File: src/design/tcie_pkg.sv
// ----------------------------------------------------------------------------
// tcie_pkg
// Shared types and constants for the tagged csv integer field extractor.
// ----------------------------------------------------------------------------
package tcie_pkg;

  localparam int unsigned MaxTagLen = 8;
  localparam int unsigned TagBytesW = 64;
  localparam int unsigned TagLenW   = 4;
  localparam int unsigned FieldNumW = 8;
  localparam int unsigned ValueW    = 32;
  localparam int unsigned CfgIdxW   = 2;

  localparam logic [CfgIdxW-1:0] CfgTagBytes    = 2'd0;
  localparam logic [CfgIdxW-1:0] CfgTagLength   = 2'd1;
  localparam logic [CfgIdxW-1:0] CfgFieldNumber = 2'd2;

  localparam logic [7:0] CharComma = 8'h2c;
  localparam logic [7:0] CharSpace = 8'h20;
  localparam logic [7:0] CharQuote = 8'h22;
  localparam logic [7:0] CharPlus  = 8'h2b;
  localparam logic [7:0] CharMinus = 8'h2d;
  localparam logic [7:0] CharZero  = 8'h30;
  localparam logic [7:0] CharNine  = 8'h39;
  localparam logic [7:0] CharTab   = 8'h09;
  localparam logic [7:0] CharCr    = 8'h0d;

  localparam logic [2:0] PhSeek   = 3'd0;
  localparam logic [2:0] PhStart  = 3'd1;
  localparam logic [2:0] PhSkip   = 3'd2;
  localparam logic [2:0] PhNumber = 3'd3;
  localparam logic [2:0] PhDone   = 3'd4;

  localparam logic [1:0] NpWs     = 2'd0;
  localparam logic [1:0] NpDigits = 2'd1;
  localparam logic [1:0] NpEnd    = 2'd2;

  typedef struct packed {
    logic [7:0] char_code;
    logic       is_last;
  } in_item_t;

  typedef struct packed {
    logic signed [ValueW-1:0] field_value;
    logic                     found;
  } out_item_t;

  // one character step handed from the input register to the datapath
  typedef struct packed {
    logic       valid;
    logic       last;
    logic [7:0] char_code;
  } step_t;

endpackage

File: src/design/tcie_tag_window.sv
// ----------------------------------------------------------------------------
// tcie_tag_window
// Sliding window of recent characters and tag compare on the updated window.
// ----------------------------------------------------------------------------
module tcie_tag_window #(
  parameter int unsigned MAX_TAG_LEN = tcie_pkg::MaxTagLen,
  localparam int unsigned LenW = $clog2(MAX_TAG_LEN + 1)
) (
  input  logic                           clk_i,
  input  logic                           rst_ni,
  input  tcie_pkg::step_t                step_i,
  input  logic                           seek_i,
  input  logic [tcie_pkg::TagBytesW-1:0] tag_bytes_i,
  input  logic [LenW-1:0]                tag_len_i,
  output logic                           match_o
);

  logic [7:0]      win_q [MAX_TAG_LEN];
  logic [7:0]      win_d [MAX_TAG_LEN];
  logic [LenW-1:0] seen_q;
  logic [LenW-1:0] seen_d;
  logic            mismatch;

  always_comb begin
    win_d[0] = step_i.char_code;
    for (int j = 1; j < MAX_TAG_LEN; j++) begin
      win_d[j] = win_q[j-1];
    end
    if (seen_q < LenW'(MAX_TAG_LEN)) begin
      seen_d = seen_q + LenW'(1);
    end else begin
      seen_d = seen_q;
    end
  end

  // tag char k sits at window slot len-1-k
  always_comb begin
    mismatch = 1'b0;
    for (int k = 0; k < MAX_TAG_LEN; k++) begin
      for (int j = 0; j < MAX_TAG_LEN; j++) begin
        if ((k < int'(tag_len_i)) && (j + k + 1 == int'(tag_len_i)) &&
            (win_d[j] != tag_bytes_i[8*k +: 8])) begin
          mismatch = 1'b1;
        end
      end
    end
    match_o = (seen_d >= tag_len_i) && !mismatch;
  end

  always_ff @(posedge clk_i or negedge rst_ni) begin
    if (!rst_ni) begin
      for (int j = 0; j < MAX_TAG_LEN; j++) begin
        win_q[j] <= 8'd0;
      end
      seen_q <= '0;
    end else if (step_i.valid) begin
      if (step_i.last) begin
        for (int j = 0; j < MAX_TAG_LEN; j++) begin
          win_q[j] <= 8'd0;
        end
        seen_q <= '0;
      end else if (seek_i) begin
        win_q  <= win_d;
        seen_q <= seen_d;
      end
    end
  end

endmodule

File: src/design/tcie_field_scan.sv
// ----------------------------------------------------------------------------
// tcie_field_scan
// Field splitter, field counter and atoi accumulator for one line.
// ----------------------------------------------------------------------------
module tcie_field_scan (
  input  logic                           clk_i,
  input  logic                           rst_ni,
  input  tcie_pkg::step_t                step_i,
  input  logic                           tag_match_i,
  input  logic                           tag_empty_i,
  input  logic [tcie_pkg::FieldNumW-1:0] field_number_i,
  output logic                           seek_o,
  output tcie_pkg::out_item_t            result_o
);

  localparam int unsigned VW = tcie_pkg::ValueW;
  localparam int unsigned CW = tcie_pkg::FieldNumW;

  typedef struct packed {
    logic [1:0]    phase;
    logic [VW-1:0] acc;
    logic          neg;
  } num_t;

  function automatic num_t num_feed(num_t s, logic [7:0] c);
    num_t          r;
    logic          dig;
    logic [VW-1:0] dv;
    logic [VW-1:0] acc10;
    r     = s;
    dig   = (c >= tcie_pkg::CharZero) && (c <= tcie_pkg::CharNine);
    dv    = VW'(c - tcie_pkg::CharZero);
    acc10 = (s.acc << 3) + (s.acc << 1) + dv;
    if (s.phase == tcie_pkg::NpWs) begin
      if ((c == tcie_pkg::CharSpace) ||
          ((c >= tcie_pkg::CharTab) && (c <= tcie_pkg::CharCr))) begin
        r = s;
      end else if ((c == tcie_pkg::CharPlus) || (c == tcie_pkg::CharMinus)) begin
        r.neg   = (c == tcie_pkg::CharMinus);
        r.phase = tcie_pkg::NpDigits;
      end else if (dig) begin
        r.acc   = acc10;
        r.phase = tcie_pkg::NpDigits;
      end else begin
        r.phase = tcie_pkg::NpEnd;
      end
    end else if (s.phase == tcie_pkg::NpDigits) begin
      if (dig) begin
        r.acc = acc10;
      end else begin
        r.phase = tcie_pkg::NpEnd;
      end
    end
    return r;
  endfunction

  function automatic logic [VW-1:0] num_value(num_t s);
    return s.neg ? (VW'(0) - s.acc) : s.acc;
  endfunction

  logic [2:0]    phase_q, phase_d, phase_eff;
  logic [CW-1:0] count_q, count_d;
  num_t          num_q, num_d, num_fresh;
  logic          tail_q, tail_d;
  logic          found_q, found_d;
  logic [VW-1:0] answer_q, answer_d;
  logic [7:0]    c;
  logic          next_is_req;
  logic          end_is_req;
  logic          fin_found;
  logic [VW-1:0] fin_value;

  assign c      = step_i.char_code;
  assign seek_o = (phase_q == tcie_pkg::PhSeek) && !tag_empty_i;

  always_comb begin
    phase_eff = phase_q;
    if ((phase_q == tcie_pkg::PhSeek) && tag_empty_i) begin
      phase_eff = tcie_pkg::PhStart;
    end
    phase_d  = phase_eff;
    count_d  = count_q;
    num_d    = num_q;
    tail_d   = tail_q;
    found_d  = found_q;
    answer_d = answer_q;
    next_is_req = ({1'b0, count_q} + (CW+1)'(1)) == {1'b0, field_number_i};
    num_fresh = '{phase: tcie_pkg::NpWs, acc: '0, neg: 1'b0};

    unique case (phase_eff)
      tcie_pkg::PhSeek: begin
        if (tag_match_i) begin
          phase_d = tcie_pkg::PhStart;
        end
      end
      tcie_pkg::PhStart: begin
        if (c == tcie_pkg::CharSpace) begin
          tail_d = 1'b1;
        end else if (c == tcie_pkg::CharComma) begin
          tail_d = 1'b0;
        end else if (c == tcie_pkg::CharQuote) begin
          tail_d  = 1'b1;
          phase_d = tcie_pkg::PhSkip;
        end else begin
          tail_d = 1'b1;
          if (next_is_req) begin
            phase_d = tcie_pkg::PhNumber;
            num_d   = num_feed(num_fresh, c);
          end else begin
            phase_d = tcie_pkg::PhSkip;
          end
          if (count_q != '1) begin
            count_d = count_q + CW'(1);
          end
        end
      end
      tcie_pkg::PhSkip: begin
        if (c == tcie_pkg::CharComma) begin
          phase_d = tcie_pkg::PhStart;
          tail_d  = 1'b0;
        end
      end
      tcie_pkg::PhNumber: begin
        if (c == tcie_pkg::CharComma) begin
          found_d  = 1'b1;
          answer_d = num_value(num_q);
          phase_d  = tcie_pkg::PhDone;
        end else begin
          num_d = num_feed(num_q, c);
        end
      end
      default: begin
      end
    endcase

    // line end: an open number or a nonempty unterminated tail closes the field
    end_is_req = ({1'b0, count_d} + (CW+1)'(1)) == {1'b0, field_number_i};
    fin_found  = found_d;
    fin_value  = answer_d;
    if (phase_d == tcie_pkg::PhNumber) begin
      fin_found = 1'b1;
      fin_value = num_value(num_d);
    end else if ((phase_d == tcie_pkg::PhStart) && tail_d && end_is_req) begin
      fin_found = 1'b1;
      fin_value = '0;
    end
    result_o.found       = fin_found;
    result_o.field_value = fin_found ? fin_value : '1;
  end

  always_ff @(posedge clk_i or negedge rst_ni) begin
    if (!rst_ni) begin
      phase_q  <= tcie_pkg::PhSeek;
      count_q  <= '0;
      num_q    <= '{phase: tcie_pkg::NpWs, acc: '0, neg: 1'b0};
      tail_q   <= 1'b0;
      found_q  <= 1'b0;
      answer_q <= '1;
    end else if (step_i.valid) begin
      if (step_i.last) begin
        phase_q  <= tcie_pkg::PhSeek;
        count_q  <= '0;
        num_q    <= '{phase: tcie_pkg::NpWs, acc: '0, neg: 1'b0};
        tail_q   <= 1'b0;
        found_q  <= 1'b0;
        answer_q <= '1;
      end else begin
        phase_q  <= phase_d;
        count_q  <= count_d;
        num_q    <= num_d;
        tail_q   <= tail_d;
        found_q  <= found_d;
        answer_q <= answer_d;
      end
    end
  end

endmodule

File: src/design/tagged_csv_integer_field_extractor.sv
// a last item passes the input register, then the result register, before result valid
// throughput: one character item per cycle while no last item waits on the output; the
// field scan and multiply-by-ten accumulate are combinational between input and result register
// a result item is produced only for the character flagged as last
// a last item waits in the input register while the previous result is unaccepted
// reset: async active low; clears line state, tag config to empty, field number to 1
// ----------------------------------------------------------------------------
// tagged_csv_integer_field_extractor
// Finds a configured tag in a response line and returns the requested
// comma-separated integer field after it.
// ----------------------------------------------------------------------------
module tagged_csv_integer_field_extractor #(
  parameter int unsigned MAX_TAG_LEN = tcie_pkg::MaxTagLen
) (
  input  logic                           clk_i,
  input  logic                           rst_ni,
  input  logic                           in_valid_i,
  output logic                           in_ready_o,
  input  tcie_pkg::in_item_t             in_data_i,
  output logic                           out_valid_o,
  input  logic                           out_ready_i,
  output tcie_pkg::out_item_t            out_data_o,
  input  logic                           cfg_valid_i,
  output logic                           cfg_ready_o,
  input  logic [tcie_pkg::CfgIdxW-1:0]   cfg_index_i,
  input  logic [tcie_pkg::TagBytesW-1:0] cfg_data_i
);

  localparam int unsigned LenW = $clog2(MAX_TAG_LEN + 1);

  logic [tcie_pkg::TagBytesW-1:0] tag_bytes_q;
  logic [tcie_pkg::TagLenW-1:0]   tag_length_q;
  logic [tcie_pkg::FieldNumW-1:0] field_number_q;
  logic [LenW-1:0]                tag_len;

  logic                 in_valid_q;
  tcie_pkg::in_item_t   in_q;
  logic                 out_valid_q;
  tcie_pkg::out_item_t  out_q;
  logic                 advance;
  tcie_pkg::step_t      step;
  tcie_pkg::out_item_t  result;
  logic                 seek;
  logic                 tag_match;

  assign cfg_ready_o = 1'b1;

  always_ff @(posedge clk_i or negedge rst_ni) begin
    if (!rst_ni) begin
      tag_bytes_q    <= '0;
      tag_length_q   <= '0;
      field_number_q <= tcie_pkg::FieldNumW'(1);
    end else if (cfg_valid_i) begin
      unique case (cfg_index_i)
        tcie_pkg::CfgTagBytes:    tag_bytes_q    <= cfg_data_i;
        tcie_pkg::CfgTagLength:   tag_length_q   <= cfg_data_i[tcie_pkg::TagLenW-1:0];
        tcie_pkg::CfgFieldNumber: field_number_q <= cfg_data_i[tcie_pkg::FieldNumW-1:0];
        default: begin
        end
      endcase
    end
  end

  always_comb begin
    if (tag_length_q > tcie_pkg::TagLenW'(MAX_TAG_LEN)) begin
      tag_len = LenW'(MAX_TAG_LEN);
    end else begin
      tag_len = LenW'(tag_length_q);
    end
  end

  // non-last items never wait on the output side
  assign advance    = in_valid_q && (!in_q.is_last || !out_valid_q || out_ready_i);
  assign in_ready_o = !in_valid_q || advance;

  always_ff @(posedge clk_i or negedge rst_ni) begin
    if (!rst_ni) begin
      in_valid_q <= 1'b0;
    end else if (in_ready_o) begin
      in_valid_q <= in_valid_i;
    end
  end

  always_ff @(posedge clk_i) begin
    if (in_valid_i && in_ready_o) begin
      in_q <= in_data_i;
    end
  end

  assign step.valid     = advance;
  assign step.last      = in_q.is_last;
  assign step.char_code = in_q.char_code;

  tcie_tag_window #(
    .MAX_TAG_LEN(MAX_TAG_LEN)
  ) u_tag_window (
    .clk_i      (clk_i),
    .rst_ni     (rst_ni),
    .step_i     (step),
    .seek_i     (seek),
    .tag_bytes_i(tag_bytes_q),
    .tag_len_i  (tag_len),
    .match_o    (tag_match)
  );

  tcie_field_scan u_field_scan (
    .clk_i         (clk_i),
    .rst_ni        (rst_ni),
    .step_i        (step),
    .tag_match_i   (tag_match),
    .tag_empty_i   (tag_len == '0),
    .field_number_i(field_number_q),
    .seek_o        (seek),
    .result_o      (result)
  );

  always_ff @(posedge clk_i or negedge rst_ni) begin
    if (!rst_ni) begin
      out_valid_q <= 1'b0;
    end else if (advance && in_q.is_last) begin
      out_valid_q <= 1'b1;
    end else if (out_ready_i) begin
      out_valid_q <= 1'b0;
    end
  end

  always_ff @(posedge clk_i) begin
    if (advance && in_q.is_last) begin
      out_q <= result;
    end
  end

  assign out_valid_o = out_valid_q;
  assign out_data_o  = out_q;

endmodule
File: config.mk
export PLATFORM = sky130hd
export DESIGN_NAME = tagged_csv_integer_field_extractor
export DESIGN_NICKNAME = d
export VERILOG_FILES = /design/src/design/tcie_pkg.sv /design/src/design/tcie_tag_window.sv /design/src/design/tcie_field_scan.sv /design/src/design/tagged_csv_integer_field_extractor.sv
export SDC_FILE = /design/constraint.sdc
export NUM_CORES = 1
export LEC_CHECK = 0
export BUFFER_PORTS_ARGS = -buffer_cell sky130_fd_sc_hd__buf_2
export CAP_MARGIN = 20
export CORE_MARGIN = 1.5
export CORE_UTILIZATION = 40
export CTS_CLUSTER_SIZE = 20
export DETAILED_ROUTE_END_ITERATION = 8
export GPL_TIMING_DRIVEN = 0
export HOLD_SLACK_MARGIN = 0.12
export SLEW_MARGIN = 10
export SYNTH_ARGS = -nofsm -noshare
export SYNTH_HDL_FRONTEND = slang
export SYNTH_SLANG_ARGS = --single-unit
export TNS_END_PERCENT = 100
File: constraint.sdc
create_clock -name clk_i -period 16.5 [get_ports clk_i]
set_clock_uncertainty 0.05 [all_clocks]
set_input_delay 0 -clock clk_i [delete_from_list [all_inputs] [get_ports clk_i]]
set_output_delay 0 -clock clk_i [all_outputs]
set_load 0.02 [all_outputs]
==> impl_metrics.env, run 1 <==
export IMPL_die_w_um=227
export IMPL_grt_util_all_layers=0.288
export IMPL_ys_flop_type="dfrtp_1"
export IMPL_finalPower_uw=2190
export IMPL_start_util=0.408
export IMPL_worstHoldPathType="input port to flip-flop"
export IMPL_hpwl_um=54000
export IMPL_fin_crit_ps=6690
export IMPL_final_layout_size_suffix_gt1_frac=0.153
export IMPL_worst_pin_slew_ps=1120
export IMPL_rsz0062_at_grt="false"
export IMPL_layout_cells_non_filler=3141
export IMPL_peakVddDrop_mv=0.0889
export IMPL_wl_met3_um=4660
export IMPL_setup_violations=0
export IMPL_cts_htree_levels=1
export IMPL_r2r_slack_ps=9810
export IMPL_setup_tns_ps=0
export IMPL_cp_arrival_ps=6960
export IMPL_p_sw_frac=0.357
export IMPL_drc=0
export IMPL_clock_power_share=0.326
export IMPL_post_cts_buffers=0
export IMPL_io_pins=116
export IMPL_final_cell_mix="xnor2_1, dfrtp_1, xor2_1"
export IMPL_dieArea_um2=51600
export IMPL_num_vias=18506
export IMPL_comb_power_share=0.327
export IMPL_gp_congestion=0.966
export IMPL_regArea_um2=6760
export IMPL_cp_required_ps=16770
export IMPL_holdPathEnd="tag_bytes_q[36]$_DFFE_PN0P_"
export IMPL_antenna_found_initial=0
export IMPL_hp_start="cfg_data_i[36]"
export IMPL_leakage_uw=0.00958
export IMPL_wire_per_inst_um=23.5
export IMPL_nNetsFinal=2604
export IMPL_ys_types=113
export IMPL_rr_startpoint="in_q[8]$_DFFE_PP_"
export IMPL_finish_instance_area_um2=24100
export IMPL_worst_r2r_cell_count=19
export IMPL_clock_path_buffers=3
export IMPL_synth_area_um2=20100
export IMPL_timing_rr_end="out_data_o[32]$_SDFFCE_PN1P_"
export IMPL_layout_setup_ws_ps=9810
export IMPL_max_slew_margin=0.248
export IMPL_fillers=4664
export IMPL_pwr_density_cell_nw_per_um2=90.8
export IMPL_areaGrowthSynthToFinish_pct=20.0
export IMPL_fin_crit_sh=0.405
export IMPL_post_place_ws_ps=9920
export IMPL_synthesis_nets=2306
export IMPL_slew_violations=0
export IMPL_ctsResizeCount=0
export IMPL_cts_tree="built"
export IMPL_first_iter_violations=1548
export IMPL_max_cap_violations=0
export IMPL_layout_commonest_cell="xnor2_1"
export IMPL_syn_inst=2154
export IMPL_root_buffer="clkbuf_16"
export IMPL_seqPwrFrac=0.347
export IMPL_top_layer_used="met4"
export IMPL_multi_input_area_um2=12300
export IMPL_run_status="finished clean"
export IMPL_drt_wl_total_um=73800
export IMPL_grt_pass1_vias=18674
export IMPL_insertion_delay_ps=600
export IMPL_worst_setup_path_start_kind="flip-flop"
export IMPL_p_int_uw=1410
export IMPL_holdPathStages=3
export IMPL_ant_nets=0
export IMPL_hold_violations=0
export IMPL_first_pass_iters=6
export IMPL_synth_yosys_warnings=0
export IMPL_synth_edf_count=42
export IMPL_viasPerCell=5.89
export IMPL_dpl_cell_area_um2=21600
export IMPL_antenna_cells=0
export IMPL_wl_met1_um=30800
export IMPL_syn_area_per_cell_um2=9.33
export IMPL_crit_type="flip-flop to flip-flop"
export IMPL_route_met2_wl_um=35200
export IMPL_numPortBuffers=114
export IMPL_rows=81
export IMPL_clk_pin_slew_ps=60
export IMPL_clkSinkCount=260
export IMPL_die_height_um=227
export IMPL_placed_cells=2937
export IMPL_grt_max_degree=99
export IMPL_end_kind="flip-flop"
export IMPL_path_max_fanout=10
export IMPL_grt_overflow=0
export IMPL_power_switching_uw=782
export IMPL_grt_pass1_wl_um=113000
export IMPL_core_area_um2=49300
export IMPL_ys_seq_area_frac=0.336
export IMPL_ys_ff_latch=260
export IMPL_fmaxAchievable_ghz=0.150
export IMPL_synthArstFlopShare=0.838
export IMPL_numCtsBuffers=31
power by group through the flow:
stage	combinational (uW)	clock, uW	sequential, uW
floorplan	465	0	761
global route	766	750	767
finish	716	715	761
detailed placement	669	0	770
global placement	656	0	768
CTS	699	723	759
flip-flops by register name, indices dropped and copies added, names as in the netlist:
register and count:
tag_length_q 4, u_tag_window.win_d 56, tag_bytes_q 64, u_field_scan.num_q 35, u_field_scan.count_q 8, u_field_scan.found_q 1
out_valid_o 1, out_data_o 33, in_q 9, u_field_scan.answer_q 32, in_valid_q 1, u_field_scan.tail_q 1
u_tag_window.seen_q 4, field_number_q 8, u_field_scan.phase_q 3
cells in the mapped netlist (10+ instances only):
cell type	count	area share
nand3_1	33	0.0082
mux2i_1	14	0.0070
nor2_1	121	0.023
nor3b_1	21	0.0078
clkbuf_1	131	0.024
nor3_1	27	0.0067
xnor2_1	209	0.091
o21ai_0	107	0.027
a21oi_1	123	0.031
dfstp_2	33	0.043
xor2_1	184	0.080
edfxtp_1	42	0.063
buf_1	30	0.0056
and2_1	12	0.0037
and3_1	11	0.0034
inv_1	49	0.0091
fa_1	29	0.029
nand2_1	141	0.026
buf_2	11	0.0027
a211oi_1	11	0.0041
o31ai_1	13	0.0049
o22ai_1	10	0.0031
and4_1	14	0.0061
o211ai_1	13	0.0049
mux2_2	79	0.044
nor4_1	51	0.016
nand2b_1	15	0.0047
nand4_1	65	0.020
a31oi_1	29	0.0090
a21o_1	13	0.0049
dfrtp_1	185	0.23
a22o_1	72	0.031
ha_1	43	0.027
per-stage QoR:
step                hold slack, ps   util
floorplan                     -346      -
global placement               129  0.437
detailed placement            -131  0.439
CTS                            121  0.489
global route                   126  0.490
finish                         133  0.490
logic make-up (layout without fill, tap and decap cells):
kind of cell	after synthesis	count (layout)	synth area share
compound gates	499	499	0.171
mux	93	93	0.0512
other cells	1	1	0.000187
simple gates	591	591	0.162
fa+ha+maj	72	72	0.0556
flops	260	260	0.336
buf+inv	245	568	0.0525
xor+xnor	393	393	0.171
critical path: stages, from the launching register on:
cell and delay [ps]:
edfxtp_1 350, clkbuf_1 230, clkbuf_1 490, nor3_2 710
buf_4 330, buf_4 230, fa_1 440, ha_1 400
nand2_1 140, nor3b_1 350, nand2_1 90, nor4_1 480
o22ai_1 180, xnor2_1 180, a221o_1 410, nor4_4 350
and3_1 270, a31o_4 160, o41ai_1 60, or4b_1 490
final cells by class:
class	instances	area share
plain buffers	196	0.0361
multi-input cells	1649	0.510
clock buffers	38	0.0354
inverters	49	0.00762
clock inverters	20	0.00814
flip-flops and latches	260	0.280
well taps	664	0.0344
repair buffers	265	0.0886
metal layers:
metal	up-vias	global-route usage
li1	8320	-
met1	9197	0.372
met2	809	0.487
met3	180	0.0374
met4	0	0.116
met5	-	0
repair_timing:
item                                    4_1_cts  5_1_grt
endpoints found under the setup margin        0        0
hold endpoints to repair                    230        1
hold buffers                                144        1
worst max path at each step:
stage / from / end / slack [ps] / depth (start not counted)
finish: in_q[8]$_DFFE_PP_ / out_data_o[32]$_SDFFCE_PN1P_ / 9810 / 19
global placement: in_q[8]$_DFFE_PP_ / out_data_o[32]$_SDFFCE_PN1P_ / 7450 / 17
detailed placement: in_q[8]$_DFFE_PP_ / out_data_o[32]$_SDFFCE_PN1P_ / 9920 / 19
CTS: in_q[8]$_DFFE_PP_ / out_data_o[32]$_SDFFCE_PN1P_ / 9880 / 19
floorplan: in_q[7]$_DFFE_PP_ / out_data_o[32]$_SDFFCE_PN1P_ / 9140 / 18
global route: in_q[8]$_DFFE_PP_ / out_data_o[32]$_SDFFCE_PN1P_ / 9400 / 19
Note: power is estimated with default switching activity, not from simulation.
==> run 2: changes to the inputs <==
--- a/config.mk
+++ b/config.mk
@@ -5,6 +5,7 @@
 export SDC_FILE = /design/constraint.sdc
 export NUM_CORES = 1
 export LEC_CHECK = 0
+export ABC_AREA = 1
 export BUFFER_PORTS_ARGS = -buffer_cell sky130_fd_sc_hd__buf_2
 export CAP_MARGIN = 20
 export CORE_MARGIN = 1.5
==> constraint.sdc (replaced) <==
create_clock -name clk_i -period 6.9 [get_ports clk_i]
set_clock_uncertainty 0.05 [all_clocks]
set_input_delay 0 -clock clk_i [delete_from_list [all_inputs] [get_ports clk_i]]
set_output_delay 0 -clock clk_i [all_outputs]
set_load 0.02 [all_outputs]
==> run 2 against run 1 <==
Compared with the run above:
- critical path depth increased by 7
- power increased to 3.2 times the previous value
- sequential share of layout area decreased by 1.2 points
- flip-flop and latch count unchanged
- final cell count increased by 24%
- setup slack got worse by 8500 ps
- hold slack improved by 4.4 ps
- critical endpoint is now out_data_o[27]$_SDFFCE_PN1P_
==> impl_metrics.env, run 2 <==
export IMPL_run_status="finished clean"
export IMPL_synth_yosys_warnings=0
export IMPL_final_cell_mix="nand2_1, inv_1, nand3_1"
export IMPL_synth_top_family_by_area="simple AND/OR/NAND/NOR gates"
export IMPL_numCtsBuffers=34
export IMPL_slowest_stage="fa_1"
export IMPL_gp_congestion=0.993
export IMPL_post_place_ws_ps=1450
export IMPL_max_cap_violations=0
export IMPL_cp_arrival_ps=5790
export IMPL_critPathBufInv=4
export IMPL_synth_area_um2=21600
export IMPL_clkSinkCount=260
export IMPL_viasPerCell=5.69
export IMPL_fin_crit_sh=0.802
export IMPL_grt_max_degree=104
export IMPL_regArea_um2=6760
export IMPL_antenna_found_initial=0
export IMPL_seqPwrFrac=0.269
export IMPL_synth_xor_area_frac=0.0993
export IMPL_worst_pin_slew_ps=1030
export IMPL_root_buffer="clkbuf_16"
export IMPL_grt_overflow=0
export IMPL_max_slew_margin=0.310
export IMPL_setup_tns_ps=0
export IMPL_ctsResizeCount=0
export IMPL_worstHoldPathType="input port to async pin"
export IMPL_hold_violations=0
export IMPL_wire_per_inst_um=23.6
export IMPL_timing_rr_end="out_data_o[27]$_SDFFCE_PN1P_"
export IMPL_first_iter_violations=2005
export IMPL_worst_r2r_cell_count=26
export IMPL_rsz0062_at_grt="false"
export IMPL_insertion_delay_ps=560
export IMPL_fin_hold_ws_ps=137
export IMPL_drt_wl_total_um=92100
export IMPL_path_max_fanout=9
export IMPL_hpwl_um=71200
export IMPL_fin_crit_ps=5540
export IMPL_synth_top_cell_by_area="dfrtp_1"
export IMPL_die_w_um=236
export IMPL_rr_startpoint="in_q[5]$_DFFE_PP_"
export IMPL_synth_top_area_frac=0.214
export IMPL_crit_type="flip-flop to flip-flop"
export IMPL_antenna_cells=0
export IMPL_peakVddDrop_mv=0.217
export IMPL_rows=85
export IMPL_cp_slowest_stage_delay_ps=470
export IMPL_fillers=5427
export IMPL_clock_power_share=0.250
export IMPL_dpl_cell_area_um2=23200
export IMPL_synth_most_common_cell="nand2_1"
export IMPL_ys_ff_latch=260
export IMPL_worst_setup_path_start_kind="flip-flop"
export IMPL_synth_area_top_cells="dfrtp_1, nand2_1, edfxtp_1"
export IMPL_clk_pin_slew_ps=60
export IMPL_fmaxAchievable_ghz=0.181
export IMPL_drc=0
export IMPL_core_area_um2=53600
export IMPL_leakage_uw=0.0116
export IMPL_end_kind="flip-flop"
export IMPL_io_pins=116
export IMPL_finalPower_uw=7120
export IMPL_synthArstFlopShare=0.838
export IMPL_die_height_um=236
export IMPL_cpLargestDelayFamily="simple AND/OR/NAND/NOR gates"
export IMPL_ys_flop_type="dfrtp_1"
export IMPL_multi_input_area_um2=12900
export IMPL_final_layout_size_suffix_gt1_frac=0.133
export IMPL_grt_pass1_vias=22032
export IMPL_synth_fa_ha_area_frac=0.0517
export IMPL_start_util=0.403
export IMPL_areaGrowthSynthToFinish_pct=16.8
export IMPL_layout_setup_ws_ps=1360
export IMPL_setup_violations=0
export IMPL_synth_edf_count=42
export IMPL_regMostFlops="tag_bytes_q"
export IMPL_dieArea_um2=55500
export IMPL_cts_htree_levels=2
export IMPL_nNetsFinal=3333
export IMPL_synth_common_cells="nand2_1, inv_1, nand3_1, nor2_1, dfrtp_1"
export IMPL_comb_power_share=0.481
export IMPL_synthSimpleGateAreaFrac=0.287
export IMPL_num_vias=22200
export IMPL_power_switching_uw=3240
export IMPL_syn_area_per_cell_um2=7.38
export IMPL_layout_commonest_cell="nand2_1"
export IMPL_ant_nets=0
export IMPL_cts_tree="built"
export IMPL_ys_types=76
export IMPL_finish_instance_area_um2=25300
export IMPL_r2r_slack_ps=1360
export IMPL_syn_inst=2930
export IMPL_pwr_density_cell_nw_per_um2=282
export IMPL_first_pass_iters=6
export IMPL_numPortBuffers=114
export IMPL_grt_pass1_wl_um=138000
export IMPL_crit_top_cell="nand2_1"
export IMPL_clock_path_buffers=3
export IMPL_largest_reg_flops=64
export IMPL_p_sw_frac=0.455
export IMPL_ys_seq_area_frac=0.312
export IMPL_grt_util_all_layers=0.329
export IMPL_synth_compound_area_frac=0.141
export IMPL_cp_required_ps=7160
export IMPL_synthesis_nets=3082
export IMPL_muxShareOfSynthArea=0.0145
export IMPL_slew_violations=0
export IMPL_p_int_uw=3880
run 2: cell types whose count changed in the layout (fill, tap and decap cells not counted), sizes merged, moves of 29 or more:
cell,previous run,this run
clkbuf,180,148
nand3,36,222
xnor2,209,122
dlygate4sd3,145,96
nand2,142,669
nor4,58,28
mux2,79,27
a22o,73,0
nor2,123,235
inv,52,356
o22ai,10,146
xor2,184,121
o21ai,118,147
run 2: repair_timing:
action,CTS,global route
hold endpoints to repair,321,0
buffers inserted,0,0
hold buffers,96,0
run 2: logic make-up after synthesis:
kind of cell,after synthesis
AO/OA/AOI/OAI,499
XOR/XNOR,243
adder cells (fa/ha/maj),72
buffers and inverters,517
flip-flops,260
multiplexers,28
other,1
AND/OR/NAND/NOR,1310
run 2: through the flow:
step / cells / util
CTS: 3901 / 0.471
global route: 3901 / 0.471
floorplan: 2930 / -
detailed placement: 3745 / 0.433
global placement: 3740 / 0.430
finish: 3901 / 0.471
run 2: how the worst max path moves through the flow:
stage / from / endpoint / slack [ps] / depth (start not counted)
2_1_floorplan: in_q[7]$_DFFE_PP_ / out_data_o[31]$_SDFFCE_PN1P_ / 1610 / 28
3_3_place_gp: in_q[8]$_DFFE_PP_ / out_data_o[32]$_SDFFCE_PN1P_ / 10 / 25
3_5_place_dp: in_q[5]$_DFFE_PP_ / out_data_o[27]$_SDFFCE_PN1P_ / 1450 / 26
4_1_cts: in_q[5]$_DFFE_PP_ / out_data_o[27]$_SDFFCE_PN1P_ / 1410 / 26
5_1_grt: in_q[5]$_DFFE_PP_ / out_data_o[22]$_SDFFCE_PN1P_ / 970 / 27
6_report: in_q[5]$_DFFE_PP_ / out_data_o[27]$_SDFFCE_PN1P_ / 1360 / 26
run 2: area by class of cell:
class                   instances  area share
multi-input cells            2153       0.509
flip-flops and latches        260       0.268
repair buffers                215      0.0657
inverters                     363      0.0543
clock buffers                  42      0.0357
well taps                     696      0.0345
plain buffers                 154      0.0261
clock inverters                18     0.00674
run 2: layer usage:
metal	vias up	share of wire	wire, um	track usage
li1	10263	-	-	-
met1	10775	0.39	35900	0.391
met2	896	0.49	44800	0.572
met3	266	0.057	5240	0.0407
met4	0	0.066	6050	0.195
met5	-	0	0	0
run 2: worst register-to-register path, cell delays in order (launching register included):
cell      delay [ps]
edfxtp_1         430
buf_2            370
inv_1            280
ha_1             400
inv_1             60
fa_1             470
inv_1             40
ha_1             350
nand2_1           90
nand2_1           70
a31oi_1          330
o21ai_0          290
xnor2_1          350
or2_2            180
nand4_1          110
nand2_1          120
nand2_2          140
nor2_2           190
nand2_1          200
nor3_2           330
nand2_1          100
nand2_1           60
nand2_1           40
nand2_1           50
nand2_1           60
nand2_1           70
nand2_1           40
run 2: power groups by stage:
| stage | clock [uW] | sequential, uW | combinational (uW) |
|---|---|---|---|
| final | 1780 | 1910 | 3430 |
| after CTS | 1800 | 1910 | 3360 |
| after global routing | 1860 | 1930 | 3710 |
| after floorplan | 0 | 1900 | 2300 |
| after detailed placement | 0 | 1930 | 3300 |
| after global placement | 0 | 1930 | 3260 |
==> run 3: changes to the inputs <==
--- a/config.mk
+++ b/config.mk
@@ -5,7 +5,7 @@
 export SDC_FILE = /design/constraint.sdc
 export NUM_CORES = 1
 export LEC_CHECK = 0
-export ABC_AREA = 1
+export ABC_AREA = 0
 export BUFFER_PORTS_ARGS = -buffer_cell sky130_fd_sc_hd__buf_2
 export CAP_MARGIN = 20
 export CORE_MARGIN = 1.5
==> constraint.sdc (replaced) <==
create_clock -name clk_i -period 4.5 [get_ports clk_i]
set_clock_uncertainty 0.05 [all_clocks]
set_input_delay 0 -clock clk_i [delete_from_list [all_inputs] [get_ports clk_i]]
set_output_delay 0 -clock clk_i [all_outputs]
set_load 0.02 [all_outputs]
==> run 3 against run 2 <==
Compared with the run above:
- the run now ends with setup timing left
- global-route usage shrank 4.4 points
- critical endpoint is now out_data_o[32]$_SDFFCE_PN1P_
- cell area grew 2.2%
- critical path type unchanged
- first-iteration DRC count shrank 16%
- sequential power grew 46%
==> impl_metrics.env, run 3 (synthesized netlist as in run 1, its figures left out) <==
export IMPL_run_status="finished with violations"
export IMPL_violations="setup timing"
export IMPL_max_cap_violations=0
export IMPL_slowest_stage="a2111o_1"
export IMPL_layout_commonest_cell="xnor2_1"
export IMPL_fin_crit_sh=1.14
export IMPL_slew_violations=0
export IMPL_fmaxAchievable_ghz=0.196
export IMPL_max_slew_margin=0.191
export IMPL_layout_setup_ws_ps=-609
export IMPL_grt_max_degree=104
export IMPL_finalPower_uw=8180
export IMPL_gp_congestion=0.980
export IMPL_clkSinkCount=260
export IMPL_antenna_cells=0
export IMPL_io_pins=116
export IMPL_regMostFlops="tag_bytes_q"
export IMPL_insertion_delay_ps=600
export IMPL_crit_type="flip-flop to flip-flop"
export IMPL_multi_input_area_um2=13300
export IMPL_crit_path_cell_trace="buf_4 -> buf_12 -> clkinvlp_4 -> ha_4 -> inv_1 -> fa_1 -> inv_1 -> ha_4 -> o211ai_1 -> a21oi_2 -> o211ai_1 -> nand3_2 -> mux2i_2 -> nand3_2 -> a2111o_1 -> nor4_4 -> and2_4 -> a31o_4 -> o41ai_2 -> or4b_1"
export IMPL_final_layout_size_suffix_gt1_frac=0.231
export IMPL_dieArea_um2=51600
export IMPL_clk_pin_slew_ps=60
export IMPL_critPathLaunch="in_q[5]$_DFFE_PP_"
export IMPL_die_height_um=227
export IMPL_numCtsBuffers=31
export IMPL_start_util=0.408
export IMPL_worstHoldPathType="input port to async pin"
export IMPL_fin_crit_ps=5110
export IMPL_wire_per_inst_um=23.1
export IMPL_fillers=4472
export IMPL_areaGrowthSynthToFinish_pct=28.4
export IMPL_num_vias=18823
export IMPL_root_buffer="clkbuf_16"
export IMPL_ant_nets=0
export IMPL_nNetsFinal=2670
export IMPL_antenna_found_initial=0
export IMPL_rows=81
export IMPL_clock_path_buffers=3
export IMPL_post_place_ws_ps=-1970
export IMPL_drc=0
export IMPL_cts_tree="built"
export IMPL_cp_required_ps=4780
export IMPL_hold_violations=0
export IMPL_cp_slowest_stage_delay_ps=490
export IMPL_viasPerCell=5.87
export IMPL_cp_arrival_ps=5390
export IMPL_core_area_um2=49300
export IMPL_path_max_fanout=6
export IMPL_first_pass_iters=5
export IMPL_leakage_uw=0.0101
export IMPL_pwr_density_cell_nw_per_um2=317
export IMPL_die_w_um=227
export IMPL_largest_reg_flops=64
export IMPL_regArea_um2=6760
export IMPL_peakVddDrop_mv=0.349
export IMPL_grt_overflow=0
export IMPL_grt_pass1_vias=18852
export IMPL_critPathBufInv=5
export IMPL_drt_wl_total_um=74100
export IMPL_numPortBuffers=114
export IMPL_rsz0062_at_grt="true"
export IMPL_first_iter_violations=1693
export IMPL_grt_util_all_layers=0.285
export IMPL_end_kind="flip-flop"
export IMPL_rr_startpoint="in_q[5]$_DFFE_PP_"
export IMPL_grt_pass1_wl_um=112000
export IMPL_worst_pin_slew_ps=1210
export IMPL_hpwl_um=53300
export IMPL_cts_htree_levels=1
export IMPL_setup_violations=31
export IMPL_worst_setup_path_start_kind="flip-flop"
export IMPL_cpLargestDelayFamily="compound AO/OA/AOI/OAI gates"
export IMPL_final_cell_mix="xnor2_1, dfrtp_1, xor2_1"
## run 3: cell count changes in the layout (fill, tap and decap cells not counted), sizes merged, moves of 30 or more
| cell | before | now |
|---|---|---|
| a22o | 0 | 73 |
| nand2 | 669 | 142 |
| mux2 | 27 | 79 |
| inv | 356 | 51 |
| nor2 | 235 | 123 |
| nor4 | 28 | 58 |
| buf | 167 | 246 |
| nand3 | 222 | 36 |
| xor2 | 121 | 184 |
| xnor2 | 122 | 209 |
| o22ai | 146 | 10 |
| dlygate4sd3 | 96 | 142 |
## run 3: routing by layer
metal / track usage / up-vias / part of all wire
li1: - / 8454 / -
met1: 0.355 / 9343 / 0.40
met2: 0.492 / 830 / 0.49
met3: 0.0388 / 196 / 0.068
met4: 0.125 / 0 / 0.046
met5: 0 / - / 0
## run 3: path summary, 6_finish.rpt
check	endpoint	slack, ps	cells past startpoint
worst max-delay path	out_data_o[32]$_SDFFCE_PN1P_	-610	20
worst min-delay path	u_field_scan.answer_q[30]$_DFFE_PN1P_	120	2
worst max register to register	out_data_o[32]$_SDFFCE_PN1P_	-610	20
worst min register to register	u_field_scan.tail_q$_DFFE_PN0P_	440	2
max in group asynchronous	out_valid_o$_DFFE_PN0P_	3030	3
min in group clk_i	tag_bytes_q[23]$_DFFE_PN0P_	130	3
## run 3: stage by stage
stage               cells  hold WS [ps]  cell area [um^2]   util  TNS (ps)
floorplan            2154          -346             20300      -    -11660
global placement     2932           128             21700  0.440   -178950
detailed placement   2936          -111             21800  0.442    -53970
CTS                  3179           120             25200  0.512     -8310
global route         3207           145             25800  0.524    -15100
finish               3207           119             25800  0.524     -8360
## run 3: area by class of cell
class / instances / area share
multi-input cells: 1649 / 0.516
flip-flops and latches: 260 / 0.262
clock inverters: 18 / 0.00892
repair buffers: 336 / 0.106
plain buffers: 191 / 0.0361
inverters: 49 / 0.00727
well taps: 664 / 0.0322
clock buffers: 40 / 0.0314
## run 3: repair_timing
item | CTS | global route
setup endpoints to repair | 61 | 37
hold buffers | 142 | 0
buffers inserted | 51 | 29
hold endpoints to repair | 313 | 0
resized for setup | 135 | 74
pin swaps | 51 | 55
## run 3: power by group
group	total, uW	switching, uW	internal (uW)
Sequential	2790	157	2630
Combinational	2770	1660	1110
Clock	2620	1070	1560
